**src/rtl/rau_pkg.sv**
```systemverilog
`default_nettype none
package rau_pkg;
  localparam int unsigned OpW = 32;
  localparam int unsigned WideW = 64;

  typedef enum logic [1:0] {
    KIND_ADD = 2'd0,
    KIND_MUL = 2'd1,
    KIND_DIV = 2'd2,
    KIND_RED = 2'd3
  } kind_e;

  typedef enum logic [1:0] {
    ST_OK   = 2'd0,
    ST_ZERO = 2'd1,
    ST_OVF  = 2'd2
  } status_e;

  typedef enum logic [3:0] {
    S_IDLE,
    S_MUL1,
    S_MUL2,
    S_GCD0,
    S_DIVA,
    S_DIVB,
    S_ADDM1,
    S_ADDM2,
    S_ADDM3,
    S_ADDM4,
    S_GCDL,
    S_DIVQ,
    S_DIVL,
    S_OUT
  } state_e;

  typedef struct packed {
    logic start;
    logic top;
    logic [WideW-1:0] hi_lo;
    logic [WideW-1:0] dvsr;
  } div_req_t;

  typedef struct packed {
    logic done;
    logic qtop;
    logic [WideW-1:0] quo;
    logic [WideW-1:0] rem;
  } div_rsp_t;
endpackage
`default_nettype wire

```
**src/rtl/rau_if.sv**
```systemverilog
`default_nettype none
interface rau_in_if (input wire logic clk_i);
  logic valid;
  logic ready;
  logic [1:0] kind;
  logic [rau_pkg::OpW-1:0] a_num;
  logic [rau_pkg::OpW-1:0] a_den;
  logic [rau_pkg::OpW-1:0] b_num;
  logic [rau_pkg::OpW-1:0] b_den;
  modport source (output valid, kind, a_num, a_den, b_num, b_den, input ready);
  modport sink (input valid, kind, a_num, a_den, b_num, b_den, output ready);
endinterface

interface rau_out_if (input wire logic clk_i);
  logic valid;
  logic ready;
  logic [rau_pkg::WideW-1:0] res_num;
  logic [rau_pkg::WideW-1:0] res_den;
  logic [1:0] status;
  modport source (output valid, res_num, res_den, status, input ready);
  modport sink (input valid, res_num, res_den, status, output ready);
endinterface
`default_nettype wire

```
**src/rtl/rau_div.sv**
```systemverilog
`default_nettype none
// 65-bit by 64-bit restoring divider, one quotient bit per cycle
module rau_div (
  input  wire logic              clk_i,
  input  wire logic              rst_ni,
  input  wire rau_pkg::div_req_t req_i,
  output rau_pkg::div_rsp_t      rsp_o
);
  logic [6:0] cnt_q, cnt_d;
  logic busy_q, busy_d;
  logic done_q, done_d;
  logic [rau_pkg::WideW-1:0] r_q, r_d, q_q, q_d, d_q, d_d;
  logic top_q, top_d, qt_q, qt_d;
  logic [rau_pkg::WideW:0] sh;
  logic bit_in, ge;

  always_comb begin
    bit_in = (cnt_q == 7'd64) ? top_q : q_q[rau_pkg::WideW-1];
    sh = {r_q, bit_in};
    ge = sh[rau_pkg::WideW] || (sh[rau_pkg::WideW-1:0] >= d_q);
    busy_d = busy_q;
    done_d = 1'b0;
    cnt_d = cnt_q;
    r_d = r_q;
    q_d = q_q;
    d_d = d_q;
    top_d = top_q;
    qt_d = qt_q;
    if (req_i.start) begin
      busy_d = 1'b1;
      cnt_d = 7'd64;
      r_d = '0;
      q_d = req_i.hi_lo;
      d_d = req_i.dvsr;
      top_d = req_i.top;
      qt_d = 1'b0;
    end else if (busy_q) begin
      r_d = ge ? (sh[rau_pkg::WideW-1:0] - d_q) : sh[rau_pkg::WideW-1:0];
      if (cnt_q == 7'd64) begin
        qt_d = ge;
      end else begin
        q_d = {q_q[rau_pkg::WideW-2:0], ge};
      end
      if (cnt_q == 7'd0) begin
        busy_d = 1'b0;
        done_d = 1'b1;
      end else begin
        cnt_d = cnt_q - 7'd1;
      end
    end
  end

  always_ff @(posedge clk_i or negedge rst_ni) begin
    if (!rst_ni) begin
      busy_q <= 1'b0;
      done_q <= 1'b0;
      cnt_q <= '0;
    end else begin
      busy_q <= busy_d;
      done_q <= done_d;
      cnt_q <= cnt_d;
    end
  end

  always_ff @(posedge clk_i) begin
    r_q <= r_d;
    q_q <= q_d;
    d_q <= d_d;
    top_q <= top_d;
    qt_q <= qt_d;
  end

  assign rsp_o.done = done_q;
  assign rsp_o.qtop = qt_q;
  assign rsp_o.quo = q_q;
  assign rsp_o.rem = r_q;
endmodule
`default_nettype wire

```
**src/rtl/rational_arith_unit.sv**
```systemverilog
`default_nettype none
// Rational arithmetic unit: add, multiply, divide or reduce unsigned fractions.
// Input channel in (kind, a_num, a_den, b_num, b_den): one word is taken while
// the unit is idle; in.ready stays low until the result word has left.
// Output channel out (res_num, res_den, status): one word per input word,
// reduced to lowest terms, or zeros with a nonzero status.
// All divisions, each Euclid step of a GCD among them, run through one
// shared restoring divider. A zero denominator or a division by zero goes
// straight to out with zeros and status ST_ZERO. A GCD takes up to about 47
// steps on 32-bit and 93 on 64-bit values.
// Multiplies use one 32x32 product per cycle.
// Reset returns the sequencer to idle with out.valid low.
// A finished word holds on out until out.ready; the next input word is taken
// from the cycle after the result leaves.
module rational_arith_unit (
  input wire logic clk_i,
  input wire logic rst_ni,
  rau_in_if.sink   in,
  rau_out_if.source out
);
  localparam int unsigned W = rau_pkg::WideW;

  rau_pkg::state_e st_q, st_d;
  rau_pkg::state_e ret_q, ret_d;
  logic gbusy_q, gbusy_d;
  logic [1:0] kind_q, kind_d;
  logic [rau_pkg::OpW-1:0] an_q, an_d, ad_q, ad_d, bn_q, bn_d, bd_q, bd_d;
  logic [rau_pkg::OpW-1:0] ag_q, ag_d;
  logic [W-1:0] x_q, x_d, y_q, y_d;
  logic [W-1:0] n_q, n_d, d_q, d_d, g_q, g_d;
  logic [W-1:0] t1_q, t1_d;
  logic [W-1:0] on_q, on_d, od_q, od_d;
  logic [1:0] os_q, os_d;
  logic hi_q, hi_d;
  logic ov_q, ov_d;
  logic [rau_pkg::OpW-1:0] ma, mb;
  logic [W-1:0] prod;
  logic [W:0] sum;
  rau_pkg::div_req_t dreq;
  rau_pkg::div_rsp_t drsp;

  rau_div u_div (.clk_i(clk_i), .rst_ni(rst_ni), .req_i(dreq), .rsp_o(drsp));

  assign prod = W'(ma) * W'(mb);
  assign sum = {1'b0, t1_q} + {1'b0, prod};

  always_comb begin
    st_d = st_q;
    unique case (st_q)
      rau_pkg::S_IDLE: begin
        if (in.valid) begin
          if (in.a_den == '0) begin
            st_d = rau_pkg::S_OUT;
          end else if (in.kind == rau_pkg::KIND_RED) begin
            st_d = rau_pkg::S_GCD0;
          end else if (in.b_den == '0 ||
                       (in.kind == rau_pkg::KIND_DIV && in.b_num == '0)) begin
            st_d = rau_pkg::S_OUT;
          end else if (in.kind == rau_pkg::KIND_ADD) begin
            st_d = rau_pkg::S_GCD0;
          end else begin
            st_d = rau_pkg::S_MUL1;
          end
        end
      end
      rau_pkg::S_MUL1: st_d = rau_pkg::S_MUL2;
      rau_pkg::S_MUL2: st_d = rau_pkg::S_GCD0;
      rau_pkg::S_GCD0: st_d = (y_q == '0) ? ret_q : rau_pkg::S_GCD0;
      rau_pkg::S_DIVA: if (drsp.done) st_d = rau_pkg::S_DIVB;
      rau_pkg::S_DIVB: if (drsp.done) st_d = rau_pkg::S_OUT;
      rau_pkg::S_ADDM1: if (drsp.done) st_d = rau_pkg::S_ADDM2;
      rau_pkg::S_ADDM2: if (drsp.done) st_d = rau_pkg::S_ADDM3;
      rau_pkg::S_ADDM3: st_d = rau_pkg::S_ADDM4;
      rau_pkg::S_ADDM4: st_d = rau_pkg::S_DIVQ;
      rau_pkg::S_DIVQ: if (drsp.done) st_d = rau_pkg::S_GCD0;
      rau_pkg::S_GCDL: if (drsp.done) st_d = rau_pkg::S_DIVL;
      rau_pkg::S_DIVL: if (drsp.done) st_d = rau_pkg::S_OUT;
      rau_pkg::S_OUT: if (out.ready) st_d = rau_pkg::S_IDLE;
      default: st_d = rau_pkg::S_IDLE;
    endcase
  end

  always_comb begin
    kind_d = kind_q;
    an_d = an_q; ad_d = ad_q; bn_d = bn_q; bd_d = bd_q;
    ag_d = ag_q;
    x_d = x_q; y_d = y_q; n_d = n_q; d_d = d_q; g_d = g_q;
    t1_d = t1_q; hi_d = hi_q; ov_d = ov_q;
    on_d = on_q; od_d = od_q; os_d = os_q;
    ret_d = ret_q;
    gbusy_d = gbusy_q;
    dreq = '0;
    ma = an_q;
    mb = bn_q;
    in.ready = (st_q == rau_pkg::S_IDLE);
    out.valid = (st_q == rau_pkg::S_OUT);
    unique case (st_q)
      rau_pkg::S_IDLE: begin
        kind_d = in.kind;
        an_d = in.a_num; ad_d = in.a_den; bn_d = in.b_num; bd_d = in.b_den;
        on_d = '0; od_d = '0; os_d = rau_pkg::ST_ZERO;
        gbusy_d = 1'b0;
        hi_d = 1'b0; ov_d = 1'b0;
        n_d = W'(in.a_num); d_d = W'(in.a_den);
        if (in.kind == rau_pkg::KIND_ADD) begin
          x_d = W'(in.a_den); y_d = W'(in.b_den); ret_d = rau_pkg::S_ADDM1;
        end else begin
          x_d = W'(in.a_num); y_d = W'(in.a_den); ret_d = rau_pkg::S_DIVA;
        end
      end
      rau_pkg::S_MUL1: begin
        ma = an_q;
        mb = (kind_q == rau_pkg::KIND_MUL) ? bn_q : bd_q;
        n_d = prod; x_d = prod;
      end
      rau_pkg::S_MUL2: begin
        ma = ad_q;
        mb = (kind_q == rau_pkg::KIND_MUL) ? bd_q : bn_q;
        d_d = prod; y_d = prod;
      end
      rau_pkg::S_GCD0: begin
        if (y_q == '0) begin
          g_d = x_q;
          gbusy_d = 1'b0;
          if (ret_q == rau_pkg::S_DIVA) begin
            dreq.start = 1'b1; dreq.hi_lo = n_q; dreq.dvsr = x_q;
          end else if (ret_q == rau_pkg::S_ADDM1) begin
            dreq.start = 1'b1; dreq.hi_lo = W'(ad_q); dreq.dvsr = x_q;
          end else begin
            dreq.start = 1'b1; dreq.top = hi_q; dreq.hi_lo = n_q; dreq.dvsr = x_q;
          end
        end else if (!gbusy_q) begin
          dreq.start = 1'b1; dreq.hi_lo = x_q; dreq.dvsr = y_q;
          gbusy_d = 1'b1;
        end else if (drsp.done) begin
          x_d = y_q; y_d = drsp.rem; gbusy_d = 1'b0;
        end
      end
      rau_pkg::S_DIVA: begin
        if (drsp.done) begin
          on_d = drsp.quo;
          dreq.start = 1'b1; dreq.hi_lo = d_q; dreq.dvsr = g_q;
        end
      end
      rau_pkg::S_DIVB: begin
        if (drsp.done) begin
          od_d = drsp.quo; os_d = rau_pkg::ST_OK;
        end
      end
      rau_pkg::S_ADDM1: begin
        // ad/g ready; start bd/g
        if (drsp.done) begin
          ag_d = drsp.quo[rau_pkg::OpW-1:0];
          dreq.start = 1'b1; dreq.hi_lo = W'(bd_q); dreq.dvsr = g_q;
        end
      end
      rau_pkg::S_ADDM2: begin
        // t1 = an*(bd/g)
        if (drsp.done) begin
          ma = an_q; mb = drsp.quo[rau_pkg::OpW-1:0];
          t1_d = prod;
        end
      end
      rau_pkg::S_ADDM3: begin
        // t2 = bn*(ad/g), 65-bit sum
        ma = bn_q; mb = ag_q;
        n_d = sum[W-1:0]; hi_d = sum[W];
      end
      rau_pkg::S_ADDM4: begin
        // l = (ad/g)*bd; remainder of (hi:n)/l
        ma = ag_q; mb = bd_q;
        d_d = prod;
        dreq.start = 1'b1; dreq.top = hi_q; dreq.hi_lo = n_q; dreq.dvsr = prod;
      end
      rau_pkg::S_DIVQ: begin
        if (drsp.done) begin
          x_d = d_q; y_d = drsp.rem; ret_d = rau_pkg::S_GCDL;
        end
      end
      rau_pkg::S_GCDL: begin
        if (drsp.done) begin
          on_d = drsp.quo; ov_d = drsp.qtop;
          dreq.start = 1'b1; dreq.hi_lo = d_q; dreq.dvsr = g_q;
        end
      end
      rau_pkg::S_DIVL: begin
        if (drsp.done) begin
          if (ov_q) begin
            on_d = '0; od_d = '0; os_d = rau_pkg::ST_OVF;
          end else begin
            od_d = drsp.quo; os_d = rau_pkg::ST_OK;
          end
        end
      end
      rau_pkg::S_OUT: ;
      default: ;
    endcase
  end

  always_ff @(posedge clk_i or negedge rst_ni) begin
    if (!rst_ni) begin
      st_q <= rau_pkg::S_IDLE;
      ret_q <= rau_pkg::S_IDLE;
      gbusy_q <= 1'b0;
    end else begin
      st_q <= st_d;
      ret_q <= ret_d;
      gbusy_q <= gbusy_d;
    end
  end

  always_ff @(posedge clk_i) begin
    kind_q <= kind_d;
    an_q <= an_d; ad_q <= ad_d; bn_q <= bn_d; bd_q <= bd_d;
    ag_q <= ag_d;
    x_q <= x_d; y_q <= y_d; n_q <= n_d; d_q <= d_d; g_q <= g_d;
    t1_q <= t1_d; hi_q <= hi_d; ov_q <= ov_d;
    on_q <= on_d; od_q <= od_d; os_q <= os_d;
  end

  assign out.res_num = on_q;
  assign out.res_den = od_q;
  assign out.status = os_q;
endmodule
`default_nettype wire

```
**src/flat_wrapper.sv**
```systemverilog
// flat-port wrapper written by rule: the top's interface ports become plain ports
module rational_arith_unit_flat 
  (clk_i, rst_ni, in_valid, in_kind, in_a_num, in_a_den, in_b_num, in_b_den, in_ready, out_valid, out_res_num, out_res_den, out_status, out_ready);
  rau_in_if in_i (.clk_i(clk_i));
  rau_out_if out_i (.clk_i(clk_i));
  input wire logic clk_i;
  input wire logic rst_ni;
  input wire logic [$bits(in_i.valid)-1:0] in_valid;
  input wire logic [$bits(in_i.kind)-1:0] in_kind;
  input wire logic [$bits(in_i.a_num)-1:0] in_a_num;
  input wire logic [$bits(in_i.a_den)-1:0] in_a_den;
  input wire logic [$bits(in_i.b_num)-1:0] in_b_num;
  input wire logic [$bits(in_i.b_den)-1:0] in_b_den;
  output wire logic [$bits(in_i.ready)-1:0] in_ready;
  output wire logic [$bits(out_i.valid)-1:0] out_valid;
  output wire logic [$bits(out_i.res_num)-1:0] out_res_num;
  output wire logic [$bits(out_i.res_den)-1:0] out_res_den;
  output wire logic [$bits(out_i.status)-1:0] out_status;
  input wire logic [$bits(out_i.ready)-1:0] out_ready;
  assign in_i.valid = in_valid;
  assign in_i.kind = in_kind;
  assign in_i.a_num = in_a_num;
  assign in_i.a_den = in_a_den;
  assign in_i.b_num = in_b_num;
  assign in_i.b_den = in_b_den;
  assign in_ready = in_i.ready;
  assign out_valid = out_i.valid;
  assign out_res_num = out_i.res_num;
  assign out_res_den = out_i.res_den;
  assign out_status = out_i.status;
  assign out_i.ready = out_ready;
  rational_arith_unit u_core (.clk_i(clk_i), .rst_ni(rst_ni), .in(in_i), .out(out_i));
endmodule
```
**config.mk**
```make
export PLATFORM = sky130hd
export DESIGN_NAME = rational_arith_unit_flat
export DESIGN_NICKNAME = d
export VERILOG_FILES = /design/src/rtl/rau_pkg.sv /design/src/rtl/rau_if.sv /design/src/rtl/rau_div.sv /design/src/rtl/rational_arith_unit.sv /design/src/flat_wrapper.sv
export SDC_FILE = /design/constraint.sdc
export NUM_CORES = 2
export LEC_CHECK = 0
export BUFFER_PORTS_ARGS = -buffer_cell sky130_fd_sc_hd__buf_4
export CAP_MARGIN = 20
export CORE_UTILIZATION = 35
export CTS_BUF_LIST = sky130_fd_sc_hd__clkbuf_16
export CTS_CLUSTER_SIZE = 20
export DETAILED_ROUTE_END_ITERATION = 6
export PLACE_DENSITY_LB_ADDON = 0.15
export SLEW_MARGIN = 40
export SYNTH_ARGS = -nofsm -noshare
export SYNTH_HDL_FRONTEND = slang
export SYNTH_SLANG_ARGS = --single-unit
```
**constraint.sdc**
```tcl
create_clock -name clk_i -period 12.4 [get_ports clk_i]
set_input_delay 0.62 -clock clk_i [delete_from_list [all_inputs] [get_ports clk_i]]
set_output_delay 0.62 -clock clk_i [all_outputs]
set_load 0.005 [all_outputs]
```
==> summary.md <==
| Metric | Value |
|---|---|
| Synth Cell Area | `0.0780 sq mm` |
| Clock transition at the registers of the reported paths | `70 ps` |
| Setup slack, reg-to-reg | `380 ps` |
| Switching part of the total power | `0.225` |
| CORE AREA | `0.221 sq mm` |
| Yosys warns | `0` |
| Crit path max-delay cell type | `fa_1` |
| Final GP Congestion | `1.07` |
| Hold Slack | `96.9 ps` |
| Hold Path Stages | `1` |
| Clock sinks | `889` |
| Flops & latches, synth | `889` |
| Distinct cells, synth | `88` |
| Vias in the first global route | `65.7k` |
| GRT Resource Usage Total | `0.303` |
| Worst r2r src | `u_core.st_q[0]$_DFFE_PN0P_` |
| Per-cell routed wire length | `29.7 microns` |
| Antenna violations before repair | `24` |
| Crit-path max cell delay | `540 ps` |
| Worst-Skew Late Latency | `720 ps` |
| Post-Synth Adder-Cell Area | `0.295` |
| CP required | `12,810 ps` |
| Number of enable flip-flop cells after synthesis | `807` |
| Longest Clk Path Bufs | `3` |
| Most used cell, CP | `fa_1` |
| Die height | `474 microns` |
| Fraction of registers with async set/reset | `0.0191` |
| Worst Setup Path Type | `reg2reg` |
| WP data arrival | `12,420 ps` |
| Final worst setup slack | `383 ps` |
| Cts bufs inserted | `93` |
| Final setup skew | `33.8 ps` |
| DP Cell Count | `11.3k` |
| Worst-margin pin slew | `902 ps` |
| Top cells by area, synth | `edfxtp_1 (31%), fa_1 (23%), ha_1 (6.5%)` |
| Leading area contributor after synthesis | `edfxtp_1` |
| Post-synthesis simple-gate area fraction | `0.142` |
| Crit path time final | `12,020 ps` |
| Hold Path Class | `in2reg` |
| Grt ovf | `0` |
| Fmax | `0.0832 GHz` |
| Failing checks | `design-rule violations` |
| Net count after synthesis | `9,503` |
| Main combinational cell family by area after synthesis | `adder cells` |
| Post-Syn Instances | `8,068` |
| Layout Cell Area excl Fill | `0.0900 sq mm` |
| Max-Cap Viols | `0` |
| Share of the synthesized area in the top cell type | `0.311` |
| Xor/xnor share of the synthesized area | `0.0205` |
| I/O pin cnt | `266` |
| Multi-input gate area | `0.0467 sq mm` |
| Comb power frac | `0.022` |
| WHS Endpoint | `u_core.bn_q[10]$_DFFE_PP_` |
| Clk pwr share | `0.466` |
| Post-route insts no fill | `11.5k` |
| Fill cell count | `21.8k` |
| Max IR drop VDD | `0.0989 mV` |
| CP max FO | `25` |
| Layout cell share with drive strength beyond 1 | `0.125` |
| Initial Util | `0.354` |
| Area after DPL | `0.0867 sq mm` |
| Startpoint Class | `flip-flop` |
| Pre-antenna DRT Iters | `7` |
| Placement Rows | `172` |
| DRT antenna net count | `0` |
| Sequential share of power | `0.513` |
| Most used DFF post-synth | `edfxtp_1` |
| P_sw | `1.42 mW` |
| Largest net degree at the start of global routing | `144` |
| Unrepaired setup endpoints after global routing | `yes` |
| Post-Route WL | `342,000 microns` |
| Period utilization | `0.969` |
| Die area | `0.225 sq mm` |
| Aggregate negative setup slack | `0 ps` |
| TritonCTS clock tree | `built` |
| Die extent in x | `474 microns` |
| DR vias/cell | `5.63` |
| PortBufs | `265` |
| Final setup violation count | `0` |
| Total number of vias | `64.9k` |
| Avg Cell Area, Syn | `9.67 sq um` |
| Initial DRC count | `6,673` |
| Hpwl dp | `268,000 microns` |
| Final slew viol count | `0` |
| Area grow syn2layout | `15.4%` |
| Status | `complete, but fails checks` |
| Residual DRC | `8` |
| Leakage power | `38.6 nW` |
| H-tree depth | `3` |
| Min-delay src | `in_b_num[10]` |
| Fin. Hold Viols | `0` |
| Post-synthesis compound-gate area fraction | `0.134` |
| Cell area power density | `70.0 mW/mm^2` |
| Place WS | `109 ps` |
| Clock root cell | `clkbuf_16` |
| Worst reg-to-reg path cell count | `46` |
| Nets | `9,918` |
| Setup crit end kind | `flip-flop` |
| Reg area | `0.0260 sq mm` |
| RR Endpoint | `u_core.n_q[54]$_DFFE_PP_` |
| Pint | `4.88 mW` |
| Slew headroom | `0.382` |
| Fraction of synthesized area in multiplexers | `0.00143` |
| Sequential share of the synthesized area | `0.333` |
| Global-route wire length before repair | `485,000 microns` |
==> registers in the layout, indices dropped and copies added (netlist names), 2 cells and up <==
| register | cells |
|---|---|
| u_core.out.res_num | 64 |
| u_core.u_div.cnt_q | 7 |
| u_core.out.res_den | 64 |
| u_core.out.status | 2 |
| u_core.u_div.r_q | 64 |
| u_core.x_q | 64 |
| u_core.n_q | 64 |
| u_core.kind_q | 2 |
| u_core.y_q | 64 |
| u_core.t1_q | 64 |
| u_core.d_q | 64 |
| u_core.g_q | 64 |
| u_core.u_div.q_q | 64 |
| u_core.st_q | 4 |
| u_core.ag_q | 32 |
| u_core.ad_q | 32 |
| u_core.ret_q | 3 |
| u_core.bn_q | 32 |
| u_core.bd_q | 32 |
| u_core.an_q | 32 |
| u_core.u_div.d_q | 64 |
==> synth_stat cells (21+ instances only) <==
cell and instances:
nor4_1 48, nor2_1 795, clkbuf_1 416, and3_1 69
ha_1 403, a221o_1 23, a211oi_1 37, dfxtp_1 65
nand3_1 74, a21o_1 146, nand2b_1 21, o21bai_1 38
nor3_1 34, a22oi_1 105, buf_1 27, a41oi_1 36
xnor2_1 113, o21ai_0 356, a311oi_1 29, buf_2 29
a221oi_1 63, inv_1 1061, nand2_1 1249, a31oi_1 45
edfxtp_1 807, fa_1 898, xor2_1 66, o22ai_1 31
nand4_1 75, and2_1 151, a222oi_1 99, a21oi_1 377
==> worst max-delay path, delay by kind of cell, from the launching register on <==
kind            cells  cell delay, ps
flops               1             350
simple gates        7            1170
fa+ha+maj          10            4650
xor+xnor            2             340
buf+inv            11            1650
compound gates     16            3480
==> cells in the final DEF (no fill, tap or decap), drive strengths merged, types with 66 or more instances in the layout <==
master / n
a21o: 146
and3: 69
fa: 898
and2: 151
nand2: 1249
ha: 403
nor2: 796
a222oi: 99
nand3: 74
buf: 797
edfxtp: 807
xor2: 66
clkbuf: 95
nand4: 75
inv: 1086
o21ai: 375
xnor2: 115
a22oi: 105
a21oi: 382
==> layer usage <==
metal | global-route usage | routed length [microns] | share of wire
met2 | 0.494 | 160000 | 0.47
met1 | 0.377 | 133000 | 0.39
met5 | 0 | 82 | 0.00024
met3 | 0.0451 | 23100 | 0.068
met4 | 0.188 | 25700 | 0.075
==> worst max path at each step <==
stage	cells past startpoint	slack, ps	endpoint	from
2_1_floorplan	43	480	u_core.n_q[63]$_DFFE_PP_	u_core.st_q[1]$_DFFE_PN0P_
3_3_place_gp	44	110	u_core.n_q[59]$_DFFE_PP_	u_core.st_q[2]$_DFFE_PN0P_
3_5_place_dp	44	110	u_core.n_q[63]$_DFFE_PP_	u_core.st_q[2]$_DFFE_PN0P_
4_1_cts	44	60	u_core.n_q[63]$_DFFE_PP_	u_core.st_q[2]$_DFFE_PN0P_
5_1_grt	49	-20	u_core.hi_q$_DFFE_PP_	u_core.st_q[0]$_DFFE_PN0P_
6_report	46	380	u_core.n_q[54]$_DFFE_PP_	u_core.st_q[0]$_DFFE_PN0P_
==> stage by stage <==
stage	util	total power [mW]
finish	0.408	6.30
global route	0.408	6.44
CTS	0.407	6.32
detailed placement	0.393	3.43
global placement	0.392	3.42
floorplan	-	3.32
==> logic make-up after synthesis <==
family	after synthesis
DFF	889
adders and majority gates	1301
xor gates and xnor gates	181
AOI/OAI and AO/OA	1552
buffers and inverters	1542
and+or+nand+nor	2592
muxes	11
==> power by group through the flow <==
stage,Clock (mW),Sequential (mW),Combinational (mW)
6_report,2.93,3.23,0.137
5_1_grt,3.07,3.23,0.136
4_1_cts,2.96,3.23,0.134
3_5_place_dp,0,3.29,0.133
3_3_place_gp,0,3.29,0.132
2_1_floorplan,0,3.29,0.0244
==> final cells by class <==
type | count | area share
multi-input combinational | 5637 | 0.518
sequential | 889 | 0.288
timing repair buffer | 798 | 0.0730
inverter | 1064 | 0.0446
tap | 2958 | 0.0411
clock buffer | 95 | 0.0264
clock inverter | 78 | 0.00784
antenna | 6 | 0.000167
==> what timing repair did <==
action / CTS / global route
gates resized for setup: 0 / 34
setup endpoints to repair: 0 / 19
hold buffers: 1 / 0
hold endpoints to repair: 17 / 0
setup buffers: 0 / 2
Power figures use the tool's default switching activity.
